===== src/hw/rtl/smab_pkg.sv =====
// ----------------------------------------------------------------------------
// smab_pkg
// shared types and command codes of the serial memory access bridge
// ----------------------------------------------------------------------------
package smab_pkg;

  // command and answer bytes on the serial link
  localparam logic [7:0] CMD_PING     = 8'h10;
  localparam logic [7:0] CMD_PONG     = 8'h11;
  localparam logic [7:0] CMD_DISCOVER = 8'h12;
  localparam logic [7:0] CMD_READ     = 8'h20;
  localparam logic [7:0] CMD_WRITE    = 8'h21;
  localparam logic [7:0] CMD_SET      = 8'h22;
  localparam logic [7:0] CMD_GPIO     = 8'h23;
  localparam logic [7:0] CMD_BOOT     = 8'h40;
  localparam logic [7:0] CMD_BAUD     = 8'h50;
  localparam logic [7:0] ANS_OK       = 8'hF0;
  localparam logic [7:0] ANS_ERR      = 8'hFE;

  localparam int QUEUE_DEPTH = 4;

  typedef enum logic [3:0] {
    PH_DISCOVER = 4'd0,
    PH_IDLE     = 4'd1,
    PH_ADDR     = 4'd2,
    PH_LEN      = 4'd3,
    PH_WDATA    = 4'd4,
    PH_FILL     = 4'd5,
    PH_RWAIT    = 4'd6,
    PH_BAUD     = 4'd7,
    PH_BOOTED   = 4'd8
  } smab_phase_t;

  typedef enum logic [1:0] {
    PC_NONE  = 2'd0,
    PC_READ  = 2'd1,
    PC_WRITE = 2'd2,
    PC_SET   = 2'd3
  } smab_pend_t;

  typedef enum logic [2:0] {
    K_TX    = 3'd0,
    K_RREQ  = 3'd1,
    K_WRITE = 3'd2,
    K_FILL  = 3'd3,
    K_BAUD  = 3'd4,
    K_BOOT  = 3'd5
  } smab_kind_t;

  // what one queue entry expands to on the result side
  typedef enum logic [2:0] {
    P_TX      = 3'd0,  // transmit byte
    P_RREQ    = 3'd1,  // read request
    P_WRITE   = 3'd2,  // memory write
    P_FILL_OK = 3'd3,  // fill request, then ok
    P_BAUD_OK = 3'd4,  // ok, then set baud
    P_BOOT    = 3'd5,  // boot
    P_TX_RREQ = 3'd6   // read data byte, then next read request
  } smab_pattern_t;

  typedef struct packed {
    smab_pattern_t pattern;
    logic          port;
    logic [7:0]    data;
    logic [63:0]   address;
    logic [63:0]   length;
    logic [31:0]   baud;
  } smab_entry_t;

  typedef struct packed {
    logic empty;
    logic full;
  } smab_qstat_t;

  typedef struct packed {
    smab_kind_t  kind;
    logic        tx_port;
    logic [7:0]  data;
    logic [63:0] address;
    logic [63:0] length;
    logic [31:0] baud;
    logic        last;
  } smab_beat_t;

endpackage


===== src/hw/rtl/smab_front.sv =====
// ----------------------------------------------------------------------------
// smab_front
// command decoder: tracks the protocol phase, gathers operands, queues work
// ----------------------------------------------------------------------------
module smab_front
  import smab_pkg::*;
(
  input  logic        clk,
  input  logic        rst_n,
  input  logic        in_valid,
  input  logic        in_ready,
  input  logic        in_op,
  input  logic        in_port,
  input  logic [7:0]  in_value,
  input  logic [7:0]  in_gpio,
  output logic        push,
  output smab_entry_t entry
);

  smab_phase_t phase_r, phase_nxt;
  logic        active_r, active_nxt;
  smab_pend_t  pend_r, pend_nxt;
  logic [63:0] cursor_r, cursor_nxt;
  logic [63:0] remain_r, remain_nxt;
  logic [2:0]  idx_r, idx_nxt;

  logic        acc;
  logic        cmd_ok;
  logic        idx_last;
  logic        rem_one;
  logic [5:0]  shamt;
  logic [63:0] cur_ins;
  logic [63:0] rem_ins;
  logic [63:0] cur_inc;
  logic [63:0] rem_dec;

  assign acc      = in_valid & in_ready;
  assign cmd_ok   = !in_op && (in_port == active_r);
  assign idx_last = (idx_r == 3'd7);
  assign rem_one  = (remain_r == 64'd1);
  assign shamt    = {idx_r, 3'b000};
  assign cur_ins  = cursor_r | ({56'd0, in_value} << shamt);
  assign rem_ins  = remain_r | ({56'd0, in_value} << shamt);
  assign cur_inc  = cursor_r + 64'd1;
  assign rem_dec  = remain_r - 64'd1;

  // next phase
  always_comb begin
    phase_nxt = phase_r;
    if (acc) begin
      case (phase_r)
        PH_DISCOVER: begin
          if (!in_op && in_value == CMD_DISCOVER) phase_nxt = PH_IDLE;
        end
        PH_RWAIT: begin
          if (in_op && rem_one) phase_nxt = PH_IDLE;
        end
        PH_IDLE: begin
          if (cmd_ok) begin
            case (in_value)
              CMD_READ, CMD_WRITE, CMD_SET: phase_nxt = PH_ADDR;
              CMD_BAUD:                     phase_nxt = PH_BAUD;
              CMD_BOOT:                     phase_nxt = PH_BOOTED;
              default:                      phase_nxt = PH_IDLE;
            endcase
          end
        end
        PH_ADDR: begin
          if (cmd_ok && idx_last) phase_nxt = PH_LEN;
        end
        PH_LEN: begin
          if (cmd_ok && idx_last) begin
            if (pend_r == PC_SET)       phase_nxt = PH_FILL;
            else if (rem_ins == 64'd0)  phase_nxt = PH_IDLE;
            else if (pend_r == PC_READ) phase_nxt = PH_RWAIT;
            else                        phase_nxt = PH_WDATA;
          end
        end
        PH_WDATA: begin
          if (cmd_ok && rem_one) phase_nxt = PH_IDLE;
        end
        PH_FILL: begin
          if (cmd_ok) phase_nxt = PH_IDLE;
        end
        PH_BAUD: begin
          if (cmd_ok && idx_last) phase_nxt = PH_IDLE;
        end
        default: phase_nxt = phase_r;
      endcase
    end
  end

  // queue entry and operand registers
  always_comb begin
    push       = 1'b0;
    entry      = '0;
    entry.port = active_r;
    active_nxt = active_r;
    pend_nxt   = pend_r;
    cursor_nxt = cursor_r;
    remain_nxt = remain_r;
    idx_nxt    = idx_r;
    if (acc) begin
      case (phase_r)
        PH_DISCOVER: begin
          if (!in_op && in_value == CMD_DISCOVER) begin
            active_nxt    = in_port;
            push          = 1'b1;
            entry.pattern = P_TX;
            entry.port    = in_port;
            entry.data    = ANS_OK;
          end
        end
        PH_RWAIT: begin
          if (in_op) begin
            push          = 1'b1;
            entry.pattern = rem_one ? P_TX : P_TX_RREQ;
            entry.data    = in_value;
            entry.address = cur_inc;
            cursor_nxt    = cur_inc;
            remain_nxt    = rem_dec;
          end
        end
        PH_IDLE: begin
          if (cmd_ok) begin
            case (in_value)
              CMD_PING: begin
                push          = 1'b1;
                entry.pattern = P_TX;
                entry.data    = CMD_PONG;
              end
              CMD_GPIO: begin
                push          = 1'b1;
                entry.pattern = P_TX;
                entry.data    = in_gpio;
              end
              CMD_READ, CMD_WRITE, CMD_SET: begin
                pend_nxt   = (in_value == CMD_READ)  ? PC_READ :
                             (in_value == CMD_WRITE) ? PC_WRITE : PC_SET;
                cursor_nxt = '0;
                remain_nxt = '0;
                idx_nxt    = '0;
              end
              CMD_BAUD: begin
                remain_nxt = '0;
                idx_nxt    = '0;
              end
              CMD_BOOT: begin
                push          = 1'b1;
                entry.pattern = P_BOOT;
              end
              default: begin
                push          = 1'b1;
                entry.pattern = P_TX;
                entry.data    = ANS_ERR;
              end
            endcase
          end
        end
        PH_ADDR: begin
          if (cmd_ok) begin
            cursor_nxt = cur_ins;
            idx_nxt    = idx_r + 3'd1;
          end
        end
        PH_LEN: begin
          if (cmd_ok) begin
            remain_nxt = rem_ins;
            idx_nxt    = idx_r + 3'd1;
            if (idx_last && pend_r == PC_READ && rem_ins != 64'd0) begin
              push          = 1'b1;
              entry.pattern = P_RREQ;
              entry.address = cursor_r;
            end
          end
        end
        PH_WDATA: begin
          if (cmd_ok) begin
            push          = 1'b1;
            entry.pattern = P_WRITE;
            entry.data    = in_value;
            entry.address = cursor_r;
            cursor_nxt    = cur_inc;
            remain_nxt    = rem_dec;
          end
        end
        PH_FILL: begin
          if (cmd_ok) begin
            push          = 1'b1;
            entry.pattern = P_FILL_OK;
            entry.data    = in_value;
            entry.address = cursor_r;
            entry.length  = remain_r;
          end
        end
        PH_BAUD: begin
          if (cmd_ok) begin
            remain_nxt = rem_ins;
            idx_nxt    = idx_r + 3'd1;
            if (idx_last) begin
              push = 1'b1;
              if (active_r) begin
                entry.pattern = P_BAUD_OK;
                entry.baud    = rem_ins[31:0];
              end else begin
                entry.pattern = P_TX;
                entry.data    = ANS_ERR;
              end
            end
          end
        end
        default: push = 1'b0;
      endcase
    end
  end

  always_ff @(posedge clk) begin
    if (!rst_n) begin
      phase_r  <= PH_DISCOVER;
      active_r <= 1'b0;
      pend_r   <= PC_NONE;
      cursor_r <= '0;
      remain_r <= '0;
      idx_r    <= '0;
    end else begin
      phase_r  <= phase_nxt;
      active_r <= active_nxt;
      pend_r   <= pend_nxt;
      cursor_r <= cursor_nxt;
      remain_r <= remain_nxt;
      idx_r    <= idx_nxt;
    end
  end

endmodule


===== src/hw/rtl/smab_queue.sv =====
// ----------------------------------------------------------------------------
// smab_queue
// small first-in first-out queue of decoded work between front and back
// ----------------------------------------------------------------------------
module smab_queue
  import smab_pkg::*;
#(
  parameter int DEPTH = QUEUE_DEPTH
) (
  input  logic        clk,
  input  logic        rst_n,
  input  logic        push,
  input  smab_entry_t wr_entry,
  input  logic        pop,
  output smab_entry_t head,
  output smab_qstat_t stat
);

  localparam int PTR_W = (DEPTH > 1) ? $clog2(DEPTH) : 1;
  localparam int CNT_W = $clog2(DEPTH + 1);

  smab_entry_t      slots_r [DEPTH];
  logic [PTR_W-1:0] wr_ptr_r, wr_ptr_nxt;
  logic [PTR_W-1:0] rd_ptr_r, rd_ptr_nxt;
  logic [CNT_W-1:0] count_r, count_nxt;

  assign stat.empty = (count_r == '0);
  assign stat.full  = (count_r == CNT_W'(DEPTH));
  assign head       = slots_r[rd_ptr_r];

  always_comb begin
    wr_ptr_nxt = wr_ptr_r;
    rd_ptr_nxt = rd_ptr_r;
    count_nxt  = count_r;
    if (push) begin
      wr_ptr_nxt = (wr_ptr_r == PTR_W'(DEPTH - 1)) ? '0 : wr_ptr_r + PTR_W'(1);
    end
    if (pop) begin
      rd_ptr_nxt = (rd_ptr_r == PTR_W'(DEPTH - 1)) ? '0 : rd_ptr_r + PTR_W'(1);
    end
    if (push && !pop) begin
      count_nxt = count_r + CNT_W'(1);
    end else if (pop && !push) begin
      count_nxt = count_r - CNT_W'(1);
    end
  end

  always_ff @(posedge clk) begin
    if (push) begin
      slots_r[wr_ptr_r] <= wr_entry;
    end
  end

  always_ff @(posedge clk) begin
    if (!rst_n) begin
      wr_ptr_r <= '0;
      rd_ptr_r <= '0;
      count_r  <= '0;
    end else begin
      wr_ptr_r <= wr_ptr_nxt;
      rd_ptr_r <= rd_ptr_nxt;
      count_r  <= count_nxt;
    end
  end

endmodule


===== src/hw/rtl/smab_back.sv =====
// ----------------------------------------------------------------------------
// smab_back
// result sequencer: expands queued work into result beats, output register
// ----------------------------------------------------------------------------
module smab_back
  import smab_pkg::*;
(
  input  logic        clk,
  input  logic        rst_n,
  input  smab_entry_t head,
  input  smab_qstat_t stat,
  output logic        pop,
  output logic        out_valid,
  input  logic        out_ready,
  output smab_beat_t  out_beat
);

  logic       valid_r, valid_nxt;
  logic       sub_r, sub_nxt;
  smab_beat_t beat_r;
  smab_beat_t beat;
  logic       two_beat;
  logic       load;
  logic       take;

  // beat selected by the entry pattern and the half being sent
  always_comb begin
    beat         = '0;
    beat.kind    = K_TX;
    beat.last    = 1'b1;
    two_beat     = 1'b0;
    case (head.pattern)
      P_TX: begin
        beat.tx_port = head.port;
        beat.data    = head.data;
      end
      P_RREQ: begin
        beat.kind    = K_RREQ;
        beat.address = head.address;
      end
      P_WRITE: begin
        beat.kind    = K_WRITE;
        beat.data    = head.data;
        beat.address = head.address;
      end
      P_FILL_OK: begin
        two_beat = 1'b1;
        if (!sub_r) begin
          beat.kind    = K_FILL;
          beat.data    = head.data;
          beat.address = head.address;
          beat.length  = head.length;
          beat.last    = 1'b0;
        end else begin
          beat.tx_port = head.port;
          beat.data    = ANS_OK;
        end
      end
      P_BAUD_OK: begin
        two_beat = 1'b1;
        if (!sub_r) begin
          beat.tx_port = head.port;
          beat.data    = ANS_OK;
          beat.last    = 1'b0;
        end else begin
          beat.kind = K_BAUD;
          beat.baud = head.baud;
        end
      end
      P_BOOT: begin
        beat.kind = K_BOOT;
      end
      P_TX_RREQ: begin
        two_beat = 1'b1;
        if (!sub_r) begin
          beat.tx_port = head.port;
          beat.data    = head.data;
          beat.last    = 1'b0;
        end else begin
          beat.kind    = K_RREQ;
          beat.address = head.address;
        end
      end
      default: beat.last = 1'b1;
    endcase
  end

  assign load      = !valid_r || out_ready;
  assign take      = load && !stat.empty;
  assign pop       = take && (!two_beat || sub_r);
  assign valid_nxt = load ? !stat.empty : valid_r;
  assign sub_nxt   = take ? (two_beat && !sub_r) : sub_r;

  assign out_valid = valid_r;
  assign out_beat  = beat_r;

  always_ff @(posedge clk) begin
    if (!rst_n) begin
      valid_r <= 1'b0;
      sub_r   <= 1'b0;
    end else begin
      valid_r <= valid_nxt;
      sub_r   <= sub_nxt;
    end
  end

  always_ff @(posedge clk) begin
    if (take) begin
      beat_r <= beat;
    end
  end

endmodule


===== src/hw/rtl/serial_memory_access_bridge.sv =====
// ----------------------------------------------------------------------------
// serial_memory_access_bridge
// serial command interpreter driving memory, gpio, baud and boot requests
// ----------------------------------------------------------------------------
// usage
//   in_* carries one beat per received serial byte (tuser op = 0) or per
//   returned memory read byte (tuser op = 1); tuser port names the uart.
//   out_* carries result beats: transmit bytes, memory read requests, memory
//   writes, fill requests, set baud and boot; tlast marks the last result
//   caused by one input beat (one input beat causes zero, one or two).
// throughput
//   one input beat per cycle while the queue has room and one result beat per
//   cycle while out_tready is high; an input beat that causes two results
//   takes two result beats, and the decode queue soaks up the difference.
// data path
//   an accepted input beat is written into the queue, then loaded into the
//   output register that drives out_tvalid.
// reset
//   rst_n low for one clock clears the decoder to await discover, empties
//   the queue and drops out_tvalid; no clearing pass is needed.
// stall
//   while out_tready is low the output register holds its beat; the queue
//   keeps taking input until its QDEPTH entries are used, then
//   in_tready falls until the result sequencer pops an entry.
// ----------------------------------------------------------------------------
module serial_memory_access_bridge
  import smab_pkg::*;
#(
  parameter int QDEPTH = QUEUE_DEPTH
) (
  input  logic         clk,
  input  logic         rst_n,
  // input channel
  input  logic         in_tvalid,
  output logic         in_tready,
  input  logic [15:0]  in_tdata,   // [7:0] value, [15:8] gpio_level
  input  logic [1:0]   in_tuser,   // [0] op, [1] port
  // result channel
  output logic         out_tvalid,
  input  logic         out_tready,
  output logic [167:0] out_tdata,  // [7:0] data, [71:8] address,
                                   // [135:72] length, [167:136] baud
  output logic [3:0]   out_tuser,  // [2:0] kind, [3] tx_port
  output logic         out_tlast
);

  logic        push;
  logic        pop;
  smab_entry_t entry;
  smab_entry_t head;
  smab_qstat_t q_stat;
  smab_beat_t  beat;

  // input stalls only when the decode queue is full
  assign in_tready = !q_stat.full;

  // front: decode and operand gathering
  smab_front u_front (
    .clk      (clk),
    .rst_n    (rst_n),
    .in_valid (in_tvalid),
    .in_ready (in_tready),
    .in_op    (in_tuser[0]),
    .in_port  (in_tuser[1]),
    .in_value (in_tdata[7:0]),
    .in_gpio  (in_tdata[15:8]),
    .push     (push),
    .entry    (entry)
  );

  // decoupling queue between decode and result sequencing
  smab_queue #(
    .DEPTH (QDEPTH)
  ) u_queue (
    .clk      (clk),
    .rst_n    (rst_n),
    .push     (push),
    .wr_entry (entry),
    .pop      (pop),
    .head     (head),
    .stat     (q_stat)
  );

  // back: expands each entry into one or two result beats
  smab_back u_back (
    .clk       (clk),
    .rst_n     (rst_n),
    .head      (head),
    .stat      (q_stat),
    .pop       (pop),
    .out_valid (out_tvalid),
    .out_ready (out_tready),
    .out_beat  (beat)
  );

  // result packing, first field in the low bits
  assign out_tdata = {beat.baud, beat.length, beat.address, beat.data};
  assign out_tuser = {beat.tx_port, beat.kind};
  assign out_tlast = beat.last;

`ifndef SYNTHESIS
  a_queue_status: assert property (@(posedge clk) disable iff (!rst_n)
    !(q_stat.empty && q_stat.full))
    else $error("queue reports empty and full at once");

  a_push_room: assert property (@(posedge clk) disable iff (!rst_n)
    push |-> !q_stat.full)
    else $error("decoder pushed into a full queue");

  a_pop_data: assert property (@(posedge clk) disable iff (!rst_n)
    pop |-> !q_stat.empty)
    else $error("result sequencer popped an empty queue");

  a_kind_range: assert property (@(posedge clk) disable iff (!rst_n)
    out_tvalid |-> (out_tuser[2:0] <= K_BOOT))
    else $error("result beat carries an undefined kind");
`endif

endmodule

===== config.mk =====
export PLATFORM = sky130hd
export DESIGN_NAME = serial_memory_access_bridge
export DESIGN_NICKNAME = d
export VERILOG_FILES = /design/src/hw/rtl/smab_pkg.sv /design/src/hw/rtl/smab_front.sv /design/src/hw/rtl/smab_queue.sv /design/src/hw/rtl/smab_back.sv /design/src/hw/rtl/serial_memory_access_bridge.sv
export SDC_FILE = /design/constraint.sdc
export NUM_CORES = 1
export LEC_CHECK = 0
export ABC_CLOCK_PERIOD_IN_PS = 13600
export BUFFER_PORTS_ARGS = -buffer_cell sky130_fd_sc_hd__buf_2
export CAP_MARGIN = 20
export CORE_AREA = 2 2 266 372
export CTS_BUF_LIST = sky130_fd_sc_hd__clkbuf_16
export CTS_CLUSTER_DIAMETER = 60
export DETAILED_ROUTE_END_ITERATION = 8
export DIE_AREA = 0 0 268 374
export GPL_ROUTABILITY_DRIVEN = 0
export SLEW_MARGIN = 40
export SYNTH_ARGS = -nofsm -noshare
export SYNTH_HDL_FRONTEND = slang
export SYNTH_SLANG_ARGS = --single-unit

===== constraint.sdc =====
create_clock -name clk -period 13.6 [get_ports clk]
set_clock_uncertainty 0.15 [all_clocks]
set_input_delay 0.68 -clock clk [delete_from_list [all_inputs] [get_ports clk]]
set_output_delay 0.68 -clock clk [all_outputs]
set_load 0.02 [all_outputs]

# Word level (Yosys, flattened, before mapping)
# Memory sizes are Yosys's and may differ from the RTL's. A register that Yosys moved wholly into a read port is not among the register bits.
# Index checks and enable logic that the tools add are counted.
dict set report op_classes {
  n_addsub 7
  eq_ne 44
  shift 1
  mux 97
  bitwise 4
  reduce_logical 49
}
# cell count
set ops {}
lappend ops {{$mux 64} 14}
lappend ops {{$pmux 64 s4} 3}
lappend ops {{$pmux 64 s3} 1}
lappend ops {{$mux 172} 1}
lappend ops {{$mux 72} 2}
lappend ops {{$mux 136} 1}
lappend ops {{$mux 128} 1}
lappend ops {{$mux 32} 4}
lappend ops {{$or 64x64->64} 2}
lappend ops {{$add 64x1->64 const B} 1}
lappend ops {{$eq 64x1->1 const B} 1}
lappend ops {{$logic_not 64->1} 1}
lappend ops {{$reduce_bool 64->1} 1}
lappend ops {{$shl 8x6->64} 1}
lappend ops {{$sub 64x1->64 const B} 1}
lappend ops {{$pmux 8 s6} 1}
lappend ops {{$mux 3} 14}
lappend ops {{$mux 4} 10}
lappend ops {{$mux 8} 5}
lappend ops {{$eq 8x6->1 const B} 4}
lappend ops {{$pmux 4 s8} 1}
lappend ops {{$pmux 8 s4} 1}
lappend ops {{$mux 9} 3}
lappend ops {{$ne 2x1->1 const B} 12}
lappend ops {{44 further kinds} 116}
dict set report totals {
  register_bits 320
  ram_bits 688
  wordCells 221
  memories 1
}
# memory depth word_bits rd rd_clocked_by_memory_dff wr line_no
set memory_table {}
lappend memory_table {u_queue.slots_r 4 172 1 1 1 smab_queue.sv:22} ;# smab_entry_t slots_r [DEPTH];

# Depth between registers and ports, before layout
# Gate-level depths: netlist of run 1.
dict set report depth {
  depth_word 12
  ltp_mapped 14
  mapped_depth_nobuf 12
}

# By module
# A second synthesis of run 1 with hierarchy kept.
dict set report unflattened {
  hier_cells 3303
  hier_area_um2 44770.4
}
# module instances cells_per_inst area_each_um2 seq_area_each_um2
set by_module_without_submodules {}
lappend by_module_without_submodules {smab_queue 1 942 25240.5 20840.0}
lappend by_module_without_submodules {smab_front 1 1947 12498.2 2762.6}
lappend by_module_without_submodules {smab_back 1 413 7028.0 5235.0}
lappend by_module_without_submodules {serial_memory_access_bridge 1 1 3.8 0.0}

# Worst setup path before layout of run 1
# OpenSTA, ideal clock, no wires.
dict set report synth_timing {
  kind {input to register}
  start {input port out_tready}
  end {register u_queue.count_r[2]}
  arrival_time_ns 10.818
  required_ns 13.380
  slack_ns 2.562
  path_stages 10
  n_path_buf 0
  cell_sequence {inv_1 > a21oi_1 > nor2b_1 > inv_1 > ha_1 > inv_1 > fa_1 > xor2_1 > or3_1 > a21oi_1}
}
dict set report synth_via {
  elab_chain_cells 6
  elab_cells_between_ends 8
}
# element line_no
set synth_rtl {}
lappend synth_rtl {{start, declared} serial_memory_access_bridge.sv:40} ;# input logic out_tready,
lappend synth_rtl {{$logic_or 1x1->1 *} smab_back.sv:88} ;# assign load = !valid_r || out_ready;
lappend synth_rtl {{$logic_and 1x1->1 *} smab_back.sv:89} ;# assign take = load && !stat.empty;
lappend synth_rtl {{via u_back.take} smab_back.sv:24} ;# logic take;
lappend synth_rtl {{$logic_and 1x1->1 *} smab_back.sv:90} ;# assign pop = take && (!two_beat || sub_r);
lappend synth_rtl {{$logic_not 1->1} smab_queue.sv:41} ;# if (push && !pop) begin
lappend synth_rtl {{$logic_and 1x1->1} smab_queue.sv:41}
lappend synth_rtl {{$mux 3 / $reduce_bool 2->1 (equally long branches)} --}
lappend synth_rtl {{end signal, assigned} smab_queue.sv:62} ;# count_r <= count_nxt;
lappend synth_rtl {{end, declared} smab_queue.sv:25} ;# logic [CNT_W-1:0] count_r, count_nxt;
# Mark *: on every way through the listed nets, which the timed path passes. The rest lies on a longest branch.
# A chain may end at the register's enable or synchronous reset.

# Worst setup path after layout of run 1
dict set report layout_timing {
  start {register u_front.idx_r[2]}
  end {memory u_queue.slots_r[3][84] (netlist name) (enable)}
}
dict set report layout_via {
  elab_chain_cells 10
  elab_cells_between_ends 14
}
# element line_no
set layout_rtl {}
lappend layout_rtl {{start, declared} smab_front.sv:25} ;# logic [2:0] idx_r, idx_nxt;
lappend layout_rtl {{start signal, assigned} smab_front.sv:231} ;# idx_r <= idx_nxt;
lappend layout_rtl {{$shl 8x6->64} smab_front.sv:43} ;# assign rem_ins = remain_r | ({56'd0, in_value} << shamt);
lappend layout_rtl {{$or 64x64->64} smab_front.sv:43}
lappend layout_rtl {{$reduce_bool 64->1} smab_front.sv:170} ;# if (idx_last && pend_r == PC_READ && rem_ins != 64'd0) begin
lappend layout_rtl {{$logic_and 1x1->1} smab_front.sv:170}
lappend layout_rtl {{$mux 1} smab_front.sv:170}
lappend layout_rtl {{$mux 1} smab_front.sv:167} ;# if (cmd_ok) begin
lappend layout_rtl {{$pmux 1 s6 *} smab_front.sv:104} ;# case (phase_r)
lappend layout_rtl {{$mux 1 *} smab_front.sv:103} ;# if (acc) begin
lappend layout_rtl {{via push} serial_memory_access_bridge.sv:47} ;# logic push;
lappend layout_rtl {{$mux 1 *} smab_queue.sv:49} ;# if (push) begin
lappend layout_rtl {{$mux 1 (not written as such) *} smab_queue.sv:50} ;# slots_r[wr_ptr_r] <= wr_entry;
lappend layout_rtl {{end, declared} smab_queue.sv:22}
# Marked as above.

==> results.txt, run 1 <==
The half-perimeter wire length after detailed placement is roughly 76,000 microns. The count of cells resized by post-cts repair is 0. The switching power of the nets is 2220 uW.

The count of flip-flops with a built-in enable after synthesis came out at ~860. The netlist area before placement came out at 44,200 sq um. The per-cell via count in the routed design is between 6 and 7. In the synthesized netlist the dominant register cell turns out to be edfxtp_1. The number of vias in the routed layout is 29,118. The die boundary height came out at between 300 and 400 microns. The filler cells instantiated in the layout total 8,114. The max-slew violation count was 0. The relative contribution of the clock network to total power came out at 0.341. Along the worst hold path, the cell count comes to 4.

The sequential power share is 0.480. The final core area utilization is 0.514. The share of total power dissipated in combinational logic is 0.179. The post-CTS setup repair buffer count is 0. Yosys attributes the largest share of cell area to edfxtp_1, mux4_2, dfxtp_1. The count of TritonRoute iterations in the first routing pass is 7. The setup slack of the critical path after layout is 8400 ps. The die span in x is about 270 microns. At the later pin of the worst-skew pair, clock insertion delay measures between 700 and 800 ps. Measured against its own limit, the worst slew margin works out to 0.356.

Compared with the post-synthesis result, the final layout area differs by 12.6%. Based on the critical path, the design can be clocked at up to just under 200 MHz. In the final layout, the share of cells above drive strength 1 is 0.189. The boundary pin count is 197. For the worst flop-to-flop path, the logic depth is 10. Counting the buffers created by CTS gives between 90 and 100.

The type of the tightest min-delay check is input pin to register. The total number of clock tree sinks is approximately 1,000. The area taken by multi-input logic gates is 14,400 sq um.

The final routed wirelength across all metal layers is 119,000 microns. The total routing resource utilization after global routing is 0.236. The global-route wire length before repair came out at around 180,000 microns. The total number of nets in the final design is 3,411. The detailed router finished its first iteration with about 3,200 violations. Setup violations remaining at the end of the flow were counted as 0. Across the whole layout, storage elements account for between 20,000 and 30,000 sq um. The count of state elements after synthesis is roughly 1,000.

The maximum buffer depth of the clock tree came out at 3. The area share of the leading cell type in the synthesized netlist is 0.585. Of the available clock period, the critical path in the final layout requires 0.383.

The floorplan has around 140 rows. The element type at the critical path end is a register. The area of the placeable core is slightly below 100,000 sq um. The internal cell power came out at around 5700 uW. The flow ran to the end, and the final reports show no timing, DRC or antenna violations.

Data arrives at the worst endpoint at ~5400 ps. For this run the aggregate overflow at the end of global routing stands at 0. The number of maximum-capacitance violations came out at 0. The number of antenna violations at the first check in global routing was 4. The worst path in the final design needs a cycle of ~5200 ps, including I/O delays and setup. The post-synthesis instance total came out at 3,273. The area of the die is between 100,000 and 150,000 sq um. The number of warnings reported in the yosys synthesis log came out at 0. The worst hold slack came out at about 160 ps. The share of flip-flops with an asynchronous set or reset came out at 0. The quantity of hold-fixing buffers added after cts is 0. The portion of the post-synthesis area used by sequential elements is 0.652.

TritonCTS built the clock tree. Setup repair after global routing left no endpoint under its margin. OpenSTA, run right after detailed placement, puts the worst setup slack at 7670 ps. The setup path with the least slack is of type register to register. The post-synthesis cell type with the largest combined area is edfxtp_1. The most common cell in the synthesized netlist is edfxtp_1.

The highest fanout seen on the critical path is 51. Once detail routing completed, the nets flagged for antenna violations numbered 0. The number of global-route vias before repair is about 29,000. The required time at the endpoint of the critical path came out at 13,760 ps. When the netlist entered floorplanning its net count stood at around 3,300. The clock tree root driver cell is clkbuf_16. The mean post-synth cell area came out at between 10 and 15 sq um. The power density normalized to cell area came out at roughly 160 nW/um^2. The pin slew with the least headroom to its limit is about 970 ps. The final routed wire length divided by cell count came out at 24.9 microns. Entering global routing, the biggest net connects 76 pins. For the final routed database, the setup TNS stands at 0 ps. The worst setup path is launched from a register. The H-tree depth is 3.

The clock edge transition at the registers on the reported setup and hold paths came out at roughly 60 ps. During placement, the flow inserted port buffers numbering 196. The number of endpoints with negative hold slack in the final report was 0.

The commonest cells after synthesis are edfxtp_1, nor2_1, a21oi_1, nand2_1, clkbuf_1. For this run, design rule violations remaining after detail routing come to 0. VDD sags by at most 0.265 mV. The number of different library cells in the post-synthesis netlist is 83.

The effective utilization at floorplan came out at 0.457. The switching fraction of total power is 0.281. The static leakage is ~0.017 uW.
[power groups by stage]
| stage | Clock, uW | Sequential, uW | Combinational, uW |
|---|---|---|---|
| 3_3_place_gp | 0 | 3880 | 1400 |
| 3_5_place_dp | 0 | 3870 | 1430 |
| 5_1_grt | 2890 | 3830 | 1520 |
| 4_1_cts | 2760 | 3810 | 1430 |
| 2_1_floorplan | 0 | 4300 | 596 |
| 6_report | 2700 | 3800 | 1420 |
[kinds of logic (layout without fill, tap and decap cells)]
family | count (synthesis) | count (layout) | synth area share
AND/OR/NAND/NOR | 1049 | 1049 | 0.123
AO/OA/AOI/OAI | 708 | 708 | 0.0987
adder cells (fa/ha/maj) | 12 | 12 | 0.00357
XOR/XNOR | 18 | 18 | 0.00374
multiplexers | 194 | 194 | 0.0928
buffers and inverters | 282 | 470 | 0.0258
other | 0 | 1 | 0
flip-flops | 1010 | 1010 | 0.652
[per-layer routing]
metal	part of all wire	GRT usage	up-vias	wire [microns]
li1	-	-	12846	-
met1	0.37	0.290	14451	44200
met2	0.49	0.395	1452	58600
met3	0.071	0.0373	367	8430
met4	0.062	0.139	2	7310
met5	0.00011	0	-	13
[per-stage QoR]
step | power [uW] | instance area [sq um] | std cells
floorplan | 4890 | 44200 | 3273
global placement | 5280 | 46300 | 4568
detailed placement | 5310 | 46500 | 4574
CTS | 8010 | 49700 | 4759
global route | 8240 | 49800 | 4762
finish | 7920 | 49800 | 4763
[layout make-up]
type,count,share of cell area
sequential,1010,0.579
multi-input combinational,1981,0.290
clock buffer,100,0.0503
tap,1301,0.0327
timing repair buffer,251,0.0312
clock inverter,85,0.0141
inverter,34,0.00256
antenna,1,0.0000503
[cell usage in the layout (no fill, tap or decap), types with 37 or more instances in the layout]
| cell | instances |
|---|---|
| nand2_1 | 212 |
| o21ai_0 | 161 |
| buf_4 | 37 |
| a21oi_1 | 219 |
| nor2b_1 | 172 |
| inv_1 | 54 |
| nand4_1 | 37 |
| nand3_1 | 76 |
| edfxtp_1 | 861 |
| buf_2 | 196 |
| dfxtp_1 | 146 |
| mux4_2 | 172 |
| nor2_1 | 236 |
| a22oi_1 | 40 |
| clkbuf_16 | 100 |
| and2_1 | 76 |
| a31oi_1 | 78 |
| nor3_1 | 55 |
[worst paths after layout]
check                                  startpoint                     end  slack, ps
worst max-delay path             u_front.idx_r[2]  u_queue.slots_r[3][84]       8400
worst max register to register   u_front.idx_r[2]  u_queue.slots_r[3][84]       8400
worst min register to register  u_front.pend_r[1]       u_front.pend_r[1]        350
worst min-delay path                   out_tready        u_back.out_valid        160
[critical path: stages, from the launching register on]
cell,delay (ps)
dfxtp_1,830
clkinv_1,510
nor4_1,450
o22ai_1,160
a21oi_1,290
nor4_4,120
o21ai_2,350
and2_4,510
buf_4,390
buf_12,290
buf_4,680
[registers in the layout (all words and copies together), names as in the netlist, named ones only]
name and flops:
u_front.phase_r 4, u_queue.wr_ptr_r 2, u_back.out_beat 173, u_queue.count_r 3, u_front.cursor_r 64, u_front.pend_r 2, u_back.out_valid 1, u_back.sub_r 1
u_queue.rd_ptr_r 2, u_front.active_r 1, u_front.idx_r 3, u_front.remain_r 64, u_queue.slots_r 688
No activity file was read; power rests on OpenSTA's default activity.
==> inputs of run 2 (changes only) <==
--- a/config.mk
+++ b/config.mk
@@ -5,7 +5,7 @@
 export SDC_FILE = /design/constraint.sdc
 export NUM_CORES = 1
 export LEC_CHECK = 0
-export ABC_CLOCK_PERIOD_IN_PS = 13600
+export ABC_CLOCK_PERIOD_IN_PS = 4800
 export BUFFER_PORTS_ARGS = -buffer_cell sky130_fd_sc_hd__buf_2
 export CAP_MARGIN = 20
 export CORE_AREA = 2 2 266 372
==> constraint.sdc (replaced) <==
create_clock -name clk -period 4.8 [get_ports clk]
set_clock_uncertainty 0.15 [all_clocks]
set_input_delay 0.24 -clock clk [delete_from_list [all_inputs] [get_ports clk]]
set_output_delay 0.24 -clock clk [all_outputs]
set_load 0.02 [all_outputs]
==> run 2 against run 1 <==
Global-route usage up 1.1 points. Maximum frequency up 21%. Clock power rose to 2.7 times the previous value. Non-clock buffer count up 37. Via count up 2.3%. Utilization up 0.14 points. Power rose to 2.8 times the previous value. Die area unchanged. Cell count up 0.71%. Critical path depth up 2. Sequential share of layout area down 0.16 points. Combinational power rose to 2.9 times the previous value. Largest cell class unchanged. Largest power group unchanged.
==> results.txt, run 2 (synthesized netlist as in run 1, its figures left out) <==
The quantity of hold-fixing buffers added after cts is 10 (+10). The path with the worst hold slack has its endpoint at u_front.cursor_r[31]. The area of the placeable core is 96,800 sq um (unchanged).

The switching fraction of total power is 0.286 (+0.00536). The worst slew margin relative to its limit is 0.361 (+0.00534). The DRC violation count after routing is 0 (unchanged). The final cycle utilization of the critical path is 0.897 (+0.515). The final-report setup violation count came out at 0 (unchanged). The most common cell after layout, fill and taps aside is edfxtp_1. The shortest clock period the worst path allows after layout came out at 4310 ps (-895 ps). The sequential power share came out at 0.487 (+0.007). The maximum VDD drop was 0.448 mV (+69%). The post-CTS setup repair buffer count came out at 0 (unchanged). CTS placed an instance of clkbuf_16 at the clock tree root. The area after detailed placement was 46,800 sq um (+0.69%). The H-tree depth came to 3 (unchanged). The static leakage is 0.0172 uW (+2.6%).

The clock latency on the worst-skew pair came out at 710 ps (about the same). The global-route wire length before repair came to 185,000 microns (+3.7%). Setup repair after global routing left no endpoint under its margin. The relative contribution of the clock network to total power is 0.328 (-0.013). The pin slew with the least headroom to its limit came out at 956 ps (-10.1 ps). The post-route total power came out at 22,000 uW (+180%). The boundary pin count is 197 (unchanged).

The worst setup path is launched from a register. The die boundary height was 374 microns (unchanged). The logic gate share of total power is 0.185 (+0.006). The number of global-route vias before repair is 29,404 (+1.5%). The final routed wire length divided by cell count is 25.9 microns (+4.2%). The number of vias in the routed layout is 29,781 (+2.3%).

The logic depth of the worst register-to-register path is 12 (+2). The number of cells in the finished layout apart from fillers came out at 4,797 (+0.71%). In this run the critical register-to-register path is captured at u_queue.count_r[2]. The critical setup path kind is register to register. The area taken by multi-input logic gates is 14,400 sq um (-0.39%). The half-perimeter wire length after detailed placement came out at 80,200 microns (+5.9%).

The die span in x was 268 microns (unchanged). The clock tree from TritonCTS is yes. The count of cells resized by post-cts repair is 0 (unchanged).

The max-slew violation count came out at 0 (unchanged). The area of the die came out at 100,000 sq um (unchanged). The worst reg2reg path startpoint is u_front.idx_r[2]. The total routing resource utilization after global routing is 0.247 (+0.0111).

The total number of nets in the final design came out at 3,445 (+1.0%). The share of post-route cells with drive strength above 1 is 0.189 (+0.000505). The post-placement cell count came out at 4,603 (+0.63%). The number of I/O port buffers is 196 (unchanged). The run finished with clean final reports. The number of endpoints with negative hold slack in the final report is 0 (unchanged). The number of antenna-violating nets in the routed design is 0 (unchanged). The clock edge transition at the registers on the reported setup and hold paths came out at 70 ps (about the same). The per-cell via count in the routed design came out at 6.21 (+1.6%). The final routed wirelength across all metal layers was 124,000 microns (+4.9%).

The number of DRC violations after detailed-routing iteration 0 is 3,379 (+7.0%). In the layout the commonest cells are edfxtp_1, nor2_1, a21oi_1. The type of the tightest min-delay check is input pin to register. The fill cell instance count of the final layout came to 8,136 (+0.27%). The flip-flop count of the largest register, all copies and words added was 688 (unchanged).

The maximum buffer depth of the clock tree was 3 (unchanged). The timing-limited maximum frequency is 232 MHz (+21%). The clock buffer count from CTS is 96 (-3.0%). The number of antenna violations at the first check in global routing came to 3 (-1).

The number of rows created at floorplan is 135 (unchanged). The required time at the endpoint of the critical path was 5290 ps (-8470 ps). The cell area after layout came out at 49,900 sq um (+0.28%). The worst endpoint data arrival time came out at 4790 ps (-570 ps). The area occupied by registers is 28,800 sq um (about the same).

The element type at the critical path end is a register. The highest fanout seen on the critical path is 20 (-61%). The total number of clock tree sinks came out at 1,010 (unchanged). The count of TritonRoute iterations in the first routing pass is 6 (-1).

The power density normalized to cell area came out at 441 nW/um^2 (+180%). The total grt overflow is 0 (unchanged). The number of maximum-capacitance violations came out at 0 (unchanged). The setup slack of the worst register-to-register path came out at 490 ps (-7900 ps). The hold path depth came out at 4 (unchanged). The largest net degree at the start of global routing is 80 (+5.3%). u_queue.slots_r holds more flip-flops than any other register. The final sum of negative setup slack is 0 ps (unchanged). The switching power of the nets is 6290 uW (+180%).

The area growth from synthesis to layout came out at 12.9%. The effective utilization at floorplan came to 0.457 (unchanged). The internal cell power came out at 15,700 uW (+180%). The start point of the worst hold path is in_tdata[7].
[run 2: area by class of cell]
type                            count  area share
Clock buffer                       98      0.0491
Tap cell                         1301      0.0326
Antenna cell                        2    0.000100
Inverter                           34     0.00256
Timing Repair Buffer              288      0.0391
Clock inverter                     83      0.0109
Multi-Input combinational cell   1981       0.288
Sequential cell                  1010       0.578
[run 2: worst max-delay path by stage]
stage,from,endpoint,depth (start not counted)
CTS,u_front.idx_r[2],u_queue.count_r[2],12
global route,u_front.idx_r[2],u_queue.count_r[2],12
global placement,u_front.idx_r[2],u_queue.count_r[2],12
finish,u_front.idx_r[2],u_queue.count_r[2],12
floorplan,in_tdata[6],u_queue.slots_r[0][0],9
detailed placement,u_front.idx_r[2],u_queue.count_r[2],12
[run 2: critical path: stages (launching register included)]
cell and delay, ps:
dfxtp_1 870, clkinv_1 500, o311ai_0 230, nand3_1 130
or4_4 540, nor4_4 510, o21ai_2 230, ha_1 270
inv_1 70, fa_1 170, xor2_1 80, or3_1 300
a21oi_1 170
[run 2: power groups by stage]
| stage | combinational, uW | clock [uW] | sequential (uW) |
|---|---|---|---|
| floorplan | 1690 | 0 | 11900 |
| global placement | 4050 | 0 | 10900 |
| detailed placement | 4120 | 0 | 10900 |
| CTS | 4130 | 7380 | 10700 |
| global route | 4350 | 7700 | 10800 |
| finish | 4070 | 7220 | 10700 |
[run 2: per-stage QoR]
step           hold WS, ps  setup WS, ps  utilization
2_1_floorplan          302          -237            -
3_3_place_gp           329           705        0.482
3_5_place_dp           347           598        0.484
4_1_cts               3.78           551        0.516
5_1_grt               66.9           211        0.516
6_report              98.8           493        0.516
[run 2: per-layer routing]
layer / share of wire / global-route usage / wire length, microns / vias to the layer above
met4: 0.067 / 0.151 / 8340 / 0
met3: 0.076 / 0.0388 / 9440 / 411
met1: 0.36 / 0.300 / 45300 / 14858
met5: 0 / 0 / 0 / -
met2: 0.49 / 0.415 / 61400 / 1579
li1: - / - / - / 12933
